--- config.mk ---
export PLATFORM = sky130hd
export DESIGN_NAME = otsu_fifo
export DESIGN_NICKNAME = d
export VERILOG_FILES = /design/src/rtl/otsu_pkg.sv /design/src/rtl/otsu_fifo.sv
export SDC_FILE = /design/constraint.sdc
export NUM_CORES = 1
export LEC_CHECK = 0
export ABC_CLOCK_PERIOD_IN_PS = 5500
export BUFFER_PORTS_ARGS = -buffer_cell sky130_fd_sc_hd__buf_2
export CORE_UTILIZATION = 64
export CTS_BUF_LIST = sky130_fd_sc_hd__clkbuf_2
export DETAILED_ROUTE_END_ITERATION = 8
export GPL_ROUTABILITY_DRIVEN = 0
export PLACE_DENSITY = 0.88
export SKIP_LAST_GASP = 1
export SYNTH_ARGS = -nofsm -noshare
export SYNTH_HDL_FRONTEND = slang
export SYNTH_SLANG_ARGS = --single-unit
--- constraint.sdc ---
create_clock -name clk_i -period 5.5 [get_ports clk_i]
set_input_delay 0.825 -clock clk_i [delete_from_list [all_inputs] [get_ports clk_i]]
set_output_delay 0.825 -clock clk_i [all_outputs]
set_load 0.01 [all_outputs]
--- src/rtl/otsu_pkg.sv ---
// ---------------------------------------------------------------------------
// otsu_pkg: shared types and constants for the Otsu threshold selector
// Sizes of counts, sums and products, the queue entry and the back-end
// state encoding.
// ---------------------------------------------------------------------------
package otsu_pkg;

  // Pixel count width and derived datapath widths
  localparam int unsigned PIXEL_COUNT_BITS = 20;
  localparam int unsigned LVL_BITS   = 8;
  localparam int unsigned LEVELS     = 256;
  localparam int unsigned LAST_LEVEL = LEVELS - 2;
  localparam int unsigned SUM_BITS   = PIXEL_COUNT_BITS + LVL_BITS;
  localparam int unsigned XW         = PIXEL_COUNT_BITS + SUM_BITS;
  localparam int unsigned NUM_W      = 2 * XW;
  localparam int unsigned DEN_W      = 2 * PIXEL_COUNT_BITS;
  localparam int unsigned MA_W       = NUM_W;
  localparam int unsigned MB_W       = XW;
  localparam int unsigned PROD_W     = MA_W + MB_W;
  localparam int unsigned MCNT_W     = $clog2(MB_W + 1);

  // Front-to-back queue
  localparam int unsigned FIFO_DEPTH = 4;
  localparam int unsigned FIFO_AW    = $clog2(FIFO_DEPTH);

  typedef struct packed {
    logic [LVL_BITS-1:0] gray_level;
    logic                last_pixel;
  } otsu_in_t;

  typedef struct packed {
    logic [LVL_BITS-1:0] threshold;
    logic                no_split;
    logic                overflow;
  } otsu_out_t;

  // Classified pixel; totals are valid on the last pixel only
  typedef struct packed {
    logic [LVL_BITS-1:0]         level;
    logic                        counted;
    logic                        last;
    logic [PIXEL_COUNT_BITS-1:0] total;
    logic [SUM_BITS-1:0]         level_sum;
    logic                        ovf;
  } otsu_qent_t;

  typedef enum logic [3:0] {
    BK_CLEAR,
    BK_RUN,
    BK_DRAIN,
    BK_READ,
    BK_ACC,
    BK_CHECK,
    BK_MUL_X,
    BK_MUL_Y,
    BK_MUL_NUM,
    BK_MUL_DEN,
    BK_MUL_L,
    BK_MUL_R,
    BK_OUT
  } back_state_e;

endpackage

--- src/rtl/otsu_fifo.sv ---
// ---------------------------------------------------------------------------
// otsu_fifo: short queue between front and back end
// Register-based, first-word visible on the read port.
// ---------------------------------------------------------------------------
module otsu_fifo (
  input  logic                  clk_i,
  input  logic                  rst_ni,
  input  logic                  wr_i,
  input  otsu_pkg::otsu_qent_t  wdata_i,
  output logic                  full_o,
  input  logic                  rd_i,
  output logic                  empty_o,
  output otsu_pkg::otsu_qent_t  rdata_o
);

  otsu_pkg::otsu_qent_t          entries_q [otsu_pkg::FIFO_DEPTH];
  logic [otsu_pkg::FIFO_AW-1:0]  wr_ptr_q, rd_ptr_q;
  logic [otsu_pkg::FIFO_AW:0]    count_q, count_d;

  assign full_o  = (count_q == (otsu_pkg::FIFO_AW+1)'(otsu_pkg::FIFO_DEPTH));
  assign empty_o = (count_q == '0);
  assign rdata_o = entries_q[rd_ptr_q];

  // Occupancy
  always_comb begin
    count_d = count_q;
    if (wr_i && !rd_i) begin
      count_d = count_q + (otsu_pkg::FIFO_AW+1)'(1);
    end else if (rd_i && !wr_i) begin
      count_d = count_q - (otsu_pkg::FIFO_AW+1)'(1);
    end
  end

  always_ff @(posedge clk_i or negedge rst_ni) begin
    if (!rst_ni) begin
      wr_ptr_q <= '0;
      rd_ptr_q <= '0;
      count_q  <= '0;
    end else begin
      count_q <= count_d;
      if (wr_i) begin
        wr_ptr_q <= wr_ptr_q + otsu_pkg::FIFO_AW'(1);
      end
      if (rd_i) begin
        rd_ptr_q <= rd_ptr_q + otsu_pkg::FIFO_AW'(1);
      end
    end
  end

  // Storage
  always_ff @(posedge clk_i) begin
    if (wr_i) begin
      entries_q[wr_ptr_q] <= wdata_i;
    end
  end

endmodule

; ---- Word-level counts from Yosys, hierarchy flattened
; Memories as Yosys holds them, arrays and structs flattened.
; Cells that the tools add are included.
[op_classes]
n_eq_ne = 1
addsub = 4
mux = 4
reduce_logical = 6
[ops]
columns = cell, n
row1 = $mux W3, 2
row2 = $add A2 B1 Y2 const B, 2
row3 = $add A3 B1 Y3 const B, 1
row4 = $eq A3 B3 Y1 const B, 1
row5 = $logic_not A3 Y1, 1
row6 = $sub A3 B1 Y3 const B, 1
row7 = $logic_and A1 B1 Y1, 2
row8 = $logic_not A1 Y1, 2
row9 = $mux W1, 2
row10 = $reduce_bool A2 Y1, 1
[word_totals]
n_memories = 1
reg_bits = 7
in_bits = 63
mem_bits_rw = 236
wordCells = 19
[memory_table]
columns = name, depth, width, read_ports, rd_clocked_by_memory_dff, write_ports, line_no
row1 = entries_q, 4, 59, 1, 0, 1, otsu_fifo.sv:16  ; otsu_pkg::otsu_qent_t entries_q [otsu_pkg::FIFO_DEPTH];

; ---- Longest topological paths before layout
[logic_depth]
word_depth = 4
ltp_mapped = 7
depth_no_buf = 7

; ---- Worst setup path after synthesis
; No wires, ideal clock.
[synth_path]
path_kind = input to register
startpoint = in wr_i
endpoint = mem entries_q[0][0] (netlist name), enable pin
setup_time_ns = 0.423
n_path_buf = 0
stages = 1
slack_ns = 2.857
arrival_time_ns = 2.220
cell_sequence = and2_1
[synth_via]
elab_chain_cells = 2
[synth_lines]
columns = element, line_no
row1 = "start, declared", otsu_fifo.sv:8  ; input logic wr_i,
row2 = $mux W1, otsu_fifo.sv:52  ; if (wr_i) begin
row3 = $mux W1 (implied by the code), otsu_fifo.sv:53  ; entries_q[wr_ptr_q] <= wdata_i;
row4 = "end, declared", otsu_fifo.sv:16
; Every way passes these cells.

==> results.cfg <==
[sta]
fin_skew_ns = 0.05470
finalCritPeriodShare_pct = 68.99
min_period_ns = 3.794
hold_viol_final = 0
final.setup.tns_ns = 0
grt_setup_unrepaired = false
max_freq_mhz = 263.5
worst_pin_slew_ns = 1.060
drv_slew = 0
fin_hold_ws_ns = 0.2446
slew_headroom_pct = 29.31
setup_violations = 0

[clocking]
ctsHoldBuffers = 1
cts_buffer_depth = 3
cts_resized = 0
clk_latency_ns = 0.79
cts_made_buffers = 55
postCtsSetupRepairBufs = 0
cts_sinks = 243
cts_max_level = 2
cts_tree = yes
clk_pin_slew_ns = 0.09
cts_root_buffer = clkbuf_2

[floorplanning]
core_sq_um = 13450
die_h_um = 120.4
dieArea_sq_um = 14500
num_io_pins = 124
rows = 42
die_width_um = 120.4
start_util_pct = 66.71

[setup_path]
worstPathArrival_ns = 2.97
end_kind = output port
slowest_stage = dfrtp_4
required_ns = 4.68
crit_chain = buf_4 > mux4_2 > buf_2
cp_top_family = flip-flops
critPathKind = reg -> out
crit_path_start_kind = flop
critPathMaxStageDelay_ns = 0.97
cp_max_fo = 41
startpoint = rd_ptr_q[0]
worstPathBufferInverterCount = 2
r2r_start = wr_ptr_q[1]

[grt]
grt_pass1_wl_um = 23260
grt_start_max_net_pins = 42
grtUsageTotal_pct = 21.89
antenna_found_initial = 1
grt_overflow = 0
grt_pass1_vias = 4520

[synthesis]
synth_top_area_cell = edfxtp_1
syn_area_sq_um = 8975
ys_ff_latch = 243
ys_warn_count = 0
yosysTopAreaCellShare_pct = 78.96
synth_area_leaders = edfxtp_1 (79%), mux4_2 (15%), dfrtp_1 (2.0%)
syn_avg_cell_area_sq_um = 26.17
yosysUniqueCellTypes = 20
syn_nets = 412
syn_inst = 343
ys_seq_area_share_pct = 80.91

[hold_path]
min_path_type = in -> reg
hp-start = rd_i

[drt]
wl_um = 14890
firstDrtPassIters = 4
wl_per_cell_um = 20.23
route.detailed.drc = 0
vias = 4154
drt-initial-drc-count = 263
ant_nets = 0
drt-vias-per-instance = 5.644

[power_and_ir_drop]
worst_ir_drop_vdd_mv = 0.3020
leakagePower_nw = 3.641
power_w = 0.005099
powerDensity_nw_per_um2 = 499.7

[place]
io_buffers = 123
placed_cells = 634
dpl.hpwl_um = 9202

[outcome]
run_status = finished, final reports clean

[finish]
fin_cells = 736
final_common_cell = edfxtp_1
syn_to_final_growth_pct = 13.69
layout_common_cells = edfxtp_1 (236), buf_2 (123), clkbuf_2 (86), mux4_2 (58), clkinv_1 (11)
layout-drive-gt1-share_pct = 50.63
nNetsFinal = 585

[job]
drv_cap = 0
-- cells by family after synthesis --
family	synth area share, %
DFF	80.91
muxes	14.97
xor gates and xnor gates	0.5855
buffers and inverters	2.007
AOI/OAI and AO/OA	0.05571
adders and majority gates	0.9201
and+or+nand+nor	0.5436
-- report_power, final --
group          internal (W)  total, W  switching (W)
Combinational      0.000707   0.00141       0.000700
Clock              0.000413   0.00105       0.000638
Sequential          0.00242   0.00264       0.000218
Total               0.00354   0.00510        0.00156
-- area by class of cell --
class	instances	area (sq um)
flip-flops and latches	243	7267
fillers	748	3249
multi-input cells	82	1538
repair buffers	130	670.6
clock buffers	86	430.4
well taps	176	220.2
clock inverters	14	60.06
inverters	4	15.01
diodes	1	2.502
-- worst register-to-register path, cell delays in order, from the launching register on --
cell and delay (ns):
dfrtp_1 0.42, inv_1 0.11, ha_1 0.14, and2_2 0.83, buf_4 0.47
-- path summary, 6_finish.rpt --
path	to	slack, ns	cells past startpoint
max in group asynchronous	rd_ptr_q[0]	4.91	2
max	rdata_o[16]	1.71	3
max reg2reg	entries_q[1][32]	3.18	4
min	rd_ptr_q[0]	0.24	2
min in group asynchronous	wr_ptr_q[1]	0.39	2
min reg2reg	count_q[2]	0.52	1
-- layer usage --
| metal | wire [um] | part of all wire (%) | track usage [%] |
|---|---|---|---|
| met3 | 1207 | 8.1 | 6.934 |
| met5 | 0 | 0 | 0 |
| met2 | 7549 | 51 | 35.56 |
| met1 | 5887 | 40 | 28.02 |
| met4 | 246 | 1.7 | 8.488 |
-- registers in the layout, summed over array words and instances, names as in the netlist --
register	cells
count_q	3
entries_q	236
wr_ptr_q	2
rd_ptr_q	2
-- metrics by stage --
step                util [%]  setup slack (ns)  area, sq um
floorplan                  -             2.857         8975
global placement       72.11             2.449         9701
detailed placement     72.11             2.441         9701
CTS                    75.83             1.527        10200
global route           75.83             1.410        10200
finish                 75.85             1.706        10200
-- cell usage after synthesis --
cell type / number
edfxtp_1: 236
mux4_2: 58
dfrtp_1: 7
buf_12: 6
buf_2: 6
ha_1: 5
and2_1: 4
inv_1: 4
xor2_1: 4
nand2_1: 2
xnor2_1: 2
buf_6: 1
clkbuf_1: 1
fa_1: 1
mux2_2: 1
mux4_1: 1
nor2_1: 1
nor3_1: 1
nor3b_1: 1
o21ai_0: 1
Power figures use the tool's default switching activity.
