**config.mk**
```make
export PLATFORM = sky130hd
export DESIGN_NAME = otsu_front
export DESIGN_NICKNAME = d
export VERILOG_FILES = /design/src/rtl/otsu_pkg.sv /design/src/rtl/otsu_front.sv
export SDC_FILE = /design/constraint.sdc
export NUM_CORES = 1
export LEC_CHECK = 0
export ABC_AREA = 0
export BUFFER_PORTS_ARGS = -buffer_cell sky130_fd_sc_hd__clkbuf_2
export CAP_MARGIN = 20
export CORE_MARGIN = 2
export CORE_UTILIZATION = 50
export CTS_CLUSTER_SIZE = 12
export DETAILED_ROUTE_END_ITERATION = 16
export PLACE_DENSITY = 0.74
export SYNTH_ARGS = -nofsm -noshare
export SYNTH_HDL_FRONTEND = slang
export SYNTH_SLANG_ARGS = --single-unit
```
**constraint.sdc**
```tcl
create_clock -name clk_i -period 6.9 [get_ports clk_i]
set_input_delay 1.725 -clock clk_i [delete_from_list [all_inputs] [get_ports clk_i]]
set_output_delay 1.725 -clock clk_i [all_outputs]
set_load 0.02 [all_outputs]
```
**src/rtl/otsu_pkg.sv**
```systemverilog
// ---------------------------------------------------------------------------
// otsu_pkg: shared types and constants for the Otsu threshold selector
// Sizes of counts, sums and products, the queue entry and the back-end
// state encoding.
// ---------------------------------------------------------------------------
package otsu_pkg;

  // Pixel count width and derived datapath widths
  localparam int unsigned PIXEL_COUNT_BITS = 20;
  localparam int unsigned LVL_BITS   = 8;
  localparam int unsigned LEVELS     = 256;
  localparam int unsigned LAST_LEVEL = LEVELS - 2;
  localparam int unsigned SUM_BITS   = PIXEL_COUNT_BITS + LVL_BITS;
  localparam int unsigned XW         = PIXEL_COUNT_BITS + SUM_BITS;
  localparam int unsigned NUM_W      = 2 * XW;
  localparam int unsigned DEN_W      = 2 * PIXEL_COUNT_BITS;
  localparam int unsigned MA_W       = NUM_W;
  localparam int unsigned MB_W       = XW;
  localparam int unsigned PROD_W     = MA_W + MB_W;
  localparam int unsigned MCNT_W     = $clog2(MB_W + 1);

  // Front-to-back queue
  localparam int unsigned FIFO_DEPTH = 4;
  localparam int unsigned FIFO_AW    = $clog2(FIFO_DEPTH);

  typedef struct packed {
    logic [LVL_BITS-1:0] gray_level;
    logic                last_pixel;
  } otsu_in_t;

  typedef struct packed {
    logic [LVL_BITS-1:0] threshold;
    logic                no_split;
    logic                overflow;
  } otsu_out_t;

  // Classified pixel; totals are valid on the last pixel only
  typedef struct packed {
    logic [LVL_BITS-1:0]         level;
    logic                        counted;
    logic                        last;
    logic [PIXEL_COUNT_BITS-1:0] total;
    logic [SUM_BITS-1:0]         level_sum;
    logic                        ovf;
  } otsu_qent_t;

  typedef enum logic [3:0] {
    BK_CLEAR,
    BK_RUN,
    BK_DRAIN,
    BK_READ,
    BK_ACC,
    BK_CHECK,
    BK_MUL_X,
    BK_MUL_Y,
    BK_MUL_NUM,
    BK_MUL_DEN,
    BK_MUL_L,
    BK_MUL_R,
    BK_OUT
  } back_state_e;

endpackage

```
**src/rtl/otsu_front.sv**
```systemverilog
// ---------------------------------------------------------------------------
// otsu_front: pixel intake and classification
// Checks capacity, keeps the running count, level sum and drop flag, and
// hands each pixel to the queue with the image totals on the last one.
// ---------------------------------------------------------------------------
module otsu_front (
  input  logic                  clk_i,
  input  logic                  rst_ni,
  input  logic                  push_i,
  input  otsu_pkg::otsu_in_t    pixel_i,
  input  logic                  q_full_i,
  output logic                  q_wr_o,
  output otsu_pkg::otsu_qent_t  q_entry_o
);

  logic [otsu_pkg::PIXEL_COUNT_BITS-1:0] total_q, total_d;
  logic [otsu_pkg::SUM_BITS-1:0]         sum_q, sum_d;
  logic                                  ovf_q, ovf_d;
  logic                                  counted;

  assign q_wr_o  = push_i && !q_full_i;
  // Count saturates at all ones; beyond that pixels are dropped
  assign counted = (total_q != '1);

  // Classified entry
  always_comb begin
    q_entry_o.level     = pixel_i.gray_level;
    q_entry_o.counted   = counted;
    q_entry_o.last      = pixel_i.last_pixel;
    q_entry_o.total     = total_q + otsu_pkg::PIXEL_COUNT_BITS'(counted);
    q_entry_o.level_sum = counted ? sum_q + otsu_pkg::SUM_BITS'(pixel_i.gray_level) : sum_q;
    q_entry_o.ovf       = ovf_q || !counted;
  end

  // Running totals, cleared after the last pixel
  always_comb begin
    total_d = total_q;
    sum_d   = sum_q;
    ovf_d   = ovf_q;
    if (q_wr_o) begin
      if (pixel_i.last_pixel) begin
        total_d = '0;
        sum_d   = '0;
        ovf_d   = 1'b0;
      end else begin
        total_d = q_entry_o.total;
        sum_d   = q_entry_o.level_sum;
        ovf_d   = q_entry_o.ovf;
      end
    end
  end

  always_ff @(posedge clk_i or negedge rst_ni) begin
    if (!rst_ni) begin
      total_q <= '0;
      sum_q   <= '0;
      ovf_q   <= 1'b0;
    end else begin
      total_q <= total_d;
      sum_q   <= sum_d;
      ovf_q   <= ovf_d;
    end
  end

endmodule

```
# Word-level counts from Yosys, hierarchy flattened
# Index checks and enable logic that the tools add are counted.
word_totals:
  inputBits: 13
  ff_bits: 49
  out_inout_bits: 60
op_classes:
  eq_ne: 1
  n_mux: 4
  addsub: 2
  n_reduce_logical: 4
op_table:
  columns: ["op", "count"]
  rows:
  - ["$mux W28", 2]
  - ["$add A28 B8 Y28", 1]
  - ["$add A20 B1 Y20", 1]
  - ["$mux W20", 1]
  - ["$ne A20 B20 Y1 const B", 1]
  - ["$logic_not A1 Y1", 2]
  - ["$logic_and A1 B1 Y1", 1]
  - ["$logic_or A1 B1 Y1", 1]
  - ["$mux W1", 1]

# Depth between registers and ports, before layout
# Gate-level depths: netlist of run 1.
logic_depth:
  depth_word: 4
  depth_mapped: 12
  ltp_nobuf: 11

# Worst setup path before layout of run 1
# No wires, ideal clock.
synth_timing:
  kind: "input -> output"
  startpoint: "in pixel_i[1] (netlist bit)"
  endpoint: "out q_entry_o[7] (netlist bit)"
  path_stages: 8
  path_slack_ns: 1.643
  path_buffers: 0
  t_arrival_ns: 3.532
  cell_sequence: "ha_1 > fa_1 > a21o_1 > a21oi_1 > o21bai_1 > a21oi_1 > xor2_1 > o21ai_0"
synth_rtl:
  columns: ["item", "line", "source"]
  rows:
  - ["start: declaration", "otsu_front.sv:10", "input otsu_pkg::otsu_in_t pixel_i,"]
  - ["end: declaration", "otsu_front.sv:13", "output otsu_pkg::otsu_qent_t q_entry_o"]

==> summary.md, run 1 <==
| Metric | Value |
|---|---|
| Post-synth EDFFs | `0` |
| Measured slew at the worst slew-check pin | `914.0 ps` |
| Dpl hpwl | `5.844 mm` |
| Routed wire per std cell | `14.95 um` |
| Setup Fix Bufs, Post-CTS | `0` |
| Core ar. | `0.006832 mm2` |
| Die height | `88.14 um` |
| Total area of sequential cells | `0.001226 mm2` |
| GPL Wtd Cong | `0.8640` |
| Dpl ws | `about 1200 ps` |
| Clk buf depth | `2` |
| Area grow syn2layout | `12.44%` |
| Slowest-stage cell, CP | `fa_1` |
| # IOs | `73` |
| PD cells | `223.6 mW/mm2` |
| RSZ-0062 raised after global routing | `no` |
| CTS tree | `done` |
| Critical Path AT | `roughly 4000 ps` |
| Total gr overflow | `0` |
| Share of layout cells above drive strength 1 | `a little over a fifth` |
| Register clock-pin slew on the reported worst setup and hold paths | `~90 ps` |
| Period utilisation layout | `82.78%` |
| Hold-fix buffers at CTS | `0` |
| Worst vdd ir | `157.5 uV` |
| Synth Warn # | `0` |
| Post-synthesis cell type with the largest combined area | `dfrtp_1` |
| Worst Path Buf+Inv | `3` |
| Die width | `88.14 um` |
| CTS sink count | `49` |
| Vias in the first global route | `3032` |
| CP endpoint kind | `output pin` |
| Pin count of the biggest net entering global routing | `67` |
| CP max FO | `8` |
| Crit path time final | `about 5700 ps` |
| Hold Path Class | `reg2reg` |
| Antenna Cells | `0` |
| Setup TNS | `0 ps` |
| Worst EP required | `between 5000 and 6000 ps` |
| Row count | `30` |
| Post-synthesis register bit count | `49` |
| Initial DRC Count | `163` |
| Post_cts resized | `0` |
| Final nets | `483` |
| Max incr delay on CP | `approximately 430 ps` |
| Final Max Slew Viols | `0` |
| Post-Route WL | `roughly 8.3 mm` |
| DRC | `0` |
| Outcome | `completed` |
| Top_reg_cell synth | `dfrtp_1` |
| Top cells by count, synth | `nand2_1, dfrtp_1, o21ai_0` |
| DR pass1 iterations | `4` |
| Fmax | `175.1 MHz` |
| Setup violators final | `0` |
| GRT Overall Usage | `between 20 and 25%` |
| Die Area | `about 0.0078 mm2` |
| Share of the synthesized area in the top cell type | `34.64%` |
| Most common cell in the netlist | `nand2_1` |
| Mapped Cells | `406` |
| Critical path's top delay family | `compound AO/OA/AOI/OAI gates` |
| Vias | `3170` |
| Worst setup margin | `between 1000 and 1500 ps` |
| Clk root buf | `clkbuf_8` |
| First-pass GRT wire length | `13.84 mm` |
| Total CTS buffers | `5` |
| Vias per cell | `5.712` |
| Critical Path, Cell by Cell | `clkbuf_2, ha_1, fa_1, a211oi_1, o21ai_0, o211ai_1, buf_4, nand2b_1, xnor2_1, clkbuf_2` |
| Leakage | `a little under 2 nW` |
| Fillers | `658` |
| Cell repeated most along the worst path | `clkbuf_2` |
| Seq/Total Area, Yosys | `34.64%` |
| H-tree levels | `2` |
| Worst skew pair latency | `300 ps` |
| Crit Path Class | `in2out` |
| Initial Utilization | `51.81%` |
| Final Hold Fails | `0` |
| Synth Cell Area | `between 0.003 and 0.004 mm2` |
| CP Launch Type | `input pin` |
| Initial antenna violation count | `0` |
| Largest cells by area after synthesis | `dfrtp_1, xnor2_1, nand2_1, o21ai_0, xor2_1` |
| Clock Skew | `3.950 ps` |
| Max-cap violation count | `0` |
| Synth unique cells | `51` |
| Port-buffer cells | `72` |
| Syn Nets | `430` |
| Relative slew slack | `39.07%` |
| Post-route ant nets | `0` |
| Post-synth ARST share | `100.0%` |
| Multi-input gate area | `0.002142 mm2` |
| Syn avg cell area | `8.718 um2` |
worst paths after layout:
kind	startpoint	end	slack (ps)	cells past startpoint
max in group asynchronous	rst_ni	total_q[19]	4940	2
worst min-delay path	total_q[13]	total_q[13]	530	1
min in group asynchronous	rst_ni	sum_q[2]	1520	2
worst max-delay path	pixel_i[1]	q_entry_o[21]	1190	10
worst max register to register	total_q[10]	total_q[12]	3740	11
worst min register to register	total_q[13]	total_q[13]	530	1
per-layer routing:
layer / vias to the layer above / routed length [um] / global-route usage (%)
met4: 0 / 111 / 5.785
met1: 1532 / 3804 / 29.08
met3: 11 / 370 / 4.053
li1: 1550 / - / -
met2: 77 / 4010 / 38.43
met5: - / 0 / 0
per-stage QoR:
step           utilization (%)  std cells  cell area (um2)  total power, mW  hold WS [ps]
5_1_grt                  58.26        555             3980           0.9544         572.7
6_report                 58.26        555             3980           0.8898         529.1
2_1_floorplan                -        406             3540           0.6159         469.7
3_5_place_dp             57.00        548             3894           0.7186         523.4
3_3_place_gp             57.00        548             3894           0.7093         505.0
4_1_cts                  58.26        555             3980           0.8965         532.5
layout make-up:
cell class / instances / share of cell area, %
sequential: 49 / 30.81
multi-input combinational: 323 / 53.82
timing repair buffer: 76 / 9.808
inverter: 4 / 0.3772
clock buffer: 7 / 2.169
tap: 96 / 3.018
state kept, by name (all words and copies together), names as in the netlist:
signal   cells
sum_q       28
ovf_q        1
total_q     20
cells in the final DEF, fill, tap and decap left out, types with 4 or more instances in the layout:
master,instances
xnor2_1,28
o31ai_1,7
nor2_1,21
a221o_1,6
nand4_1,6
o21ai_1,5
buf_4,4
and3_1,15
dfrtp_1,49
clkbuf_8,6
nor3b_1,6
a22o_1,12
o21ai_0,35
nand2b_1,6
nand3_1,12
mux2i_1,13
clkbuf_2,72
nor2b_1,4
nor3_1,10
a21oi_1,12
xor2_1,16
ha_1,10
nand2_1,59
logic make-up (layout without fill, tap and decap cells):
kind of cell / count (synthesis) / in the layout / synth area share, %
and+or+nand+nor: 163 / 163 / 24.92
AOI/OAI and AO/OA: 92 / 92 / 16.86
adders and majority gates: 11 / 11 / 4.100
buffers and inverters: 34 / 87 / 4.913
xor gates and xnor gates: 44 / 44 / 10.89
DFF: 49 / 49 / 34.64
muxes: 13 / 13 / 3.676
power by group:
group	total [mW]	internal, mW	switching, mW
Sequential	0.352	0.315	0.0370
Combinational	0.363	0.135	0.227
Clock	0.175	0.0799	0.0951
Power figures use the tool's default switching activity.
==> run 2, diff against run 1 <==
ABC_AREA = 1   (was 0)
PLACE_DENSITY = 0.76   (was 0.74)
clock period = 4.6 ns   (was 6.9 ns; I/O delays follow)
==> run 2 against run 1 <==
Against the previous run: critical endpoint is now q_entry_o[47]; worst hold slack worse by 11 ps; sequential share of layout area shrank 2.1 points; sequential power is 40% higher; clock skew rose by 7.2 ps; via count is 18% higher; design area increased by 7.3%; global-route usage increased by 1.7 points; flip-flop and latch count stayed put.
==> summary.md, run 2 <==
| Metric | Value |
|---|---|
| Max reg flops | `28 (unchanged)` |
| Max-cap violation count | `0 (unchanged)` |
| Synth Cell Area | `0.003816 mm2 (+7.8%)` |
| Area fraction in compound gates after synthesis | `6.000% (-11 points)` |
| DRC | `0 (unchanged)` |
| First-pass GRT wire length | `16.43 mm (+19%)` |
| GRT Overall Usage | `24.01% (+1.7 points)` |
| Measured slew at the worst slew-check pin | `862.2 ps (-51.82 ps)` |
| Multiplexer share of the synthesized area | `0% (-3.7 points)` |
| CTS tree | `done` |
| PD cells | `282.5 mW/mm2 (+26%)` |
| GPL Wtd Cong | `0.9076 (+5.0%)` |
| Top_reg_cell synth | `dfrtp_1` |
| Port-buffer cells | `72 (unchanged)` |
| Share of layout cells above drive strength 1 | `18.02% (-2.9 points)` |
| H-tree levels | `2 (unchanged)` |
| Min-delay src | `sum_q[27]` |
| Vias per cell | `5.142 (-10%)` |
| Final Hold Fails | `0 (unchanged)` |
| Multi-input gate area | `0.002122 mm2 (-0.93%)` |
| Core Util, Final | `58.27% (about the same)` |
| Fmax | `241.0 MHz` |
| Die width | `91.37 um (+3.7%)` |
| Leakage | `2.324 nW (+18%)` |
| Routed wire per std cell | `13.19 um (-12%)` |
| Final Max Slew Viols | `0 (unchanged)` |
| Routing usage on met3 | `4.315% (+0.26 points)` |
| Antenna Cells | `0 (unchanged)` |
| Hold Path Class | `reg2reg` |
| Top cells by count, synth | `nand2_1, inv_1, dfrtp_1` |
| CP max FO | `18 (+10)` |
| Synth unique cells | `37 (-27%)` |
| Area grow syn2layout | `11.93%` |
| Initial DRC Count | `214 (+31%)` |
| Initial antenna violation count | `0 (unchanged)` |
| Critical path's top delay family | `simple AND/OR/NAND/NOR gates` |
| Syn Nets | `590 (+37%)` |
| M1 GR Usage | `32.02% (+2.9 points)` |
| WHS | `518.3 ps (-10.86 ps)` |
| Final nets | `650 (+35%)` |
| Total CTS buffers | `5 (unchanged)` |
| GRT Max-Usage Layer | `met2` |
| Worst r2r src | `total_q[17]` |
| Critical Path AT | `3000 ps (-990 ps)` |
| Reg with most FFs | `sum_q` |
| Simple-gate portion of the synthesized area | `40.10% (+15 points)` |
| CP endpoint kind | `output pin` |
| Initial Utilization | `52.06% (+0.24 points)` |
| Post-Route WL | `9.579 mm (+15%)` |
| Setup violators final | `0 (unchanged)` |
| Vias in the first global route | `3597 (+19%)` |
| Core ar. | `0.007331 mm2 (+7.3%)` |
| Mapped Cells | `566 (+39%)` |
| Crit Path Class | `reg2out` |
| Post-route insts no fill | `726 (+31%)` |
| Post-synth ARST share | `100.0% (unchanged)` |
| Setup Fix Bufs, Post-CTS | `0 (unchanged)` |
| Relative slew slack | `42.52% (+3.5 points)` |
| Total power | `1.207 mW (+36%)` |
| Critical Path, Cell by Cell | `nand2_1, inv_1, nand3_4, inv_1, nand2_4, ha_1, ha_1, inv_1, nor2_4, nand3_1, nor2_1, xor2_1, inv_1, clkbuf_2` |
| Row count | `31 (+3.3%)` |
| Fillers | `701 (+6.5%)` |
| Cell repeated most along the worst path | `inv_1` |
| Outcome | `completed` |
| Synth Warn # | `0 (unchanged)` |
| M2 GR Usage | `40.06% (+1.6 points)` |
| CP Launch Type | `flip-flop` |
| Max incr delay on CP | `420 ps (about the same)` |
| # IOs | `73 (unchanged)` |
| Post-route ant nets | `0 (unchanged)` |
| Worst EP required | `3450 ps (-1730 ps)` |
| Seq/Total Area, Yosys | `32.13% (-2.5 points)` |
| Slowest-stage cell, CP | `dfrtp_1` |
| Die height | `91.37 um (+3.7%)` |
| CTS sink count | `49 (unchanged)` |
| Share of the synthesized area in the top cell type | `32.13% (-2.5 points)` |
| Syn avg cell area | `6.742 um2 (-23%)` |
| Total area of sequential cells | `0.001226 mm2 (unchanged)` |
| Worst Path Buf+Inv | `5 (+2)` |
| Area share of fa/ha/maj cells after synthesis | `3.803% (-0.30 points)` |
| Pin count of the biggest net entering global routing | `37 (-45%)` |
| Post-synthesis register bit count | `49 (unchanged)` |
| Die Area | `0.008348 mm2 (+7.5%)` |
| Largest cells by area after synthesis | `dfrtp_1, nand2_1, inv_1, nand3_1, xor2_1` |
| Xor/xnor share of the synthesized area | `5.705% (-5.2 points)` |
| Period utilisation layout | `approximately nine tenths` |
| RSZ-0062 raised after global routing | `no` |
| Biggest regs | `sum_q x28, total_q x20, ovf_q x1` |
| Dpl hpwl | `7.093 mm (+21%)` |
| Post_cts resized | `0 (unchanged)` |
| Post-synthesis cell type with the largest combined area | `dfrtp_1` |
| Most frequent cells in the layout | `nand2_1, inv_1, clkbuf_2, dfrtp_1, nand3_1` |
| Placed Cells | `718 (+31%)` |
| Post-synth EDFFs | `0 (unchanged)` |
| Register clock-pin slew on the reported worst setup and hold paths | `100 ps (about the same)` |
| Total gr overflow | `0 (unchanged)` |
| Crit path time final | `4149 ps` |
| Largest family of logic cells by synthesized area | `simple AND/OR/NAND/NOR gates` |
| Clk root buf | `clkbuf_8` |
| Setup TNS | `0 ps (unchanged)` |
| Vias | `3733 (+18%)` |
| Clk buf depth | `2 (unchanged)` |
| CP startpoint | `total_q[17]` |
| Worst vdd ir | `174.2 uV (+11%)` |
| Hold-fix buffers at CTS | `0 (unchanged)` |
| DR pass1 iterations | `6 (+2)` |
| Most common cell in the netlist | `nand2_1` |
| Worst skew pair latency | `310 ps (about the same)` |
| Clock Skew | `11.10 ps (+7.151 ps)` |
| Commonest non-fill, non-tap cell in the layout | `nand2_1` |
## run 2: cell count changes in the layout (fill, tap and decap cells not counted), sizes merged, moves of 9 or more
cell   change
nand2    +146
inv       +81
nand3     +31
xnor2     -25
nor2      +23
and3      -15
mux2i     -13
o21ai     -12
a22o      -10
a21oi      -9
## run 2: final timing paths
check	to	slack, ps	cells past startpoint
min in group asynchronous	total_q[6]	930	1
max in group asynchronous	sum_q[8]	2890	2
setup / recovery	q_entry_o[47]	450	14
hold reg to reg	sum_q[27]	520	2
setup reg to reg	total_q[18]	1910	13
hold / removal	sum_q[27]	520	2
## run 2: through the flow
stage               setup WS [ps]  cell area, um2
floorplan                   863.8            3816
global placement            631.5            4170
detailed placement          596.0            4170
CTS                         487.3            4272
global route                196.3            4272
finish                      450.5            4272
## run 2: final cells by class
cell class | instances | area share [%]
tap | 99 | 2.900
clock buffer | 7 | 2.255
clock inverter | 1 | 0.1172
multi-input combinational | 411 | 49.68
sequential | 49 | 28.71
timing repair buffer | 75 | 8.963
inverter | 84 | 7.381
## run 2: power breakdown
group          switching (mW)  total (mW)  internal (mW)
clock                   0.158       0.294          0.137
combinational           0.280       0.421          0.141
sequential             0.0322       0.492          0.460
total                   0.470        1.21          0.737
## run 2: worst reg2reg max path, stage by stage, from the launching register on
cell,delay (ps)
dfrtp_1,420
nand2_1,140
inv_1,100
nand3_4,110
inv_1,70
nand2_4,200
ha_1,330
ha_1,240
inv_1,90
nor2_4,160
nand3_1,180
nor2_1,180
xor2_1,250
o22ai_1,100
## run 2: metal layers
| metal | wire length (um) | vias to the layer above |
|---|---|---|
| met2 | 4494 | 106 |
| met1 | 4364 | 1734 |
| met4 | 159 | 0 |
| li1 | - | 1873 |
| met5 | 0 | - |
| met3 | 561 | 20 |
## run 2: cell families after synthesis
logic type / count (synthesis)
buffers and inverters: 106
DFF: 49
and+or+nand+nor: 335
AOI/OAI and AO/OA: 41
xor gates and xnor gates: 24
adders and majority gates: 11
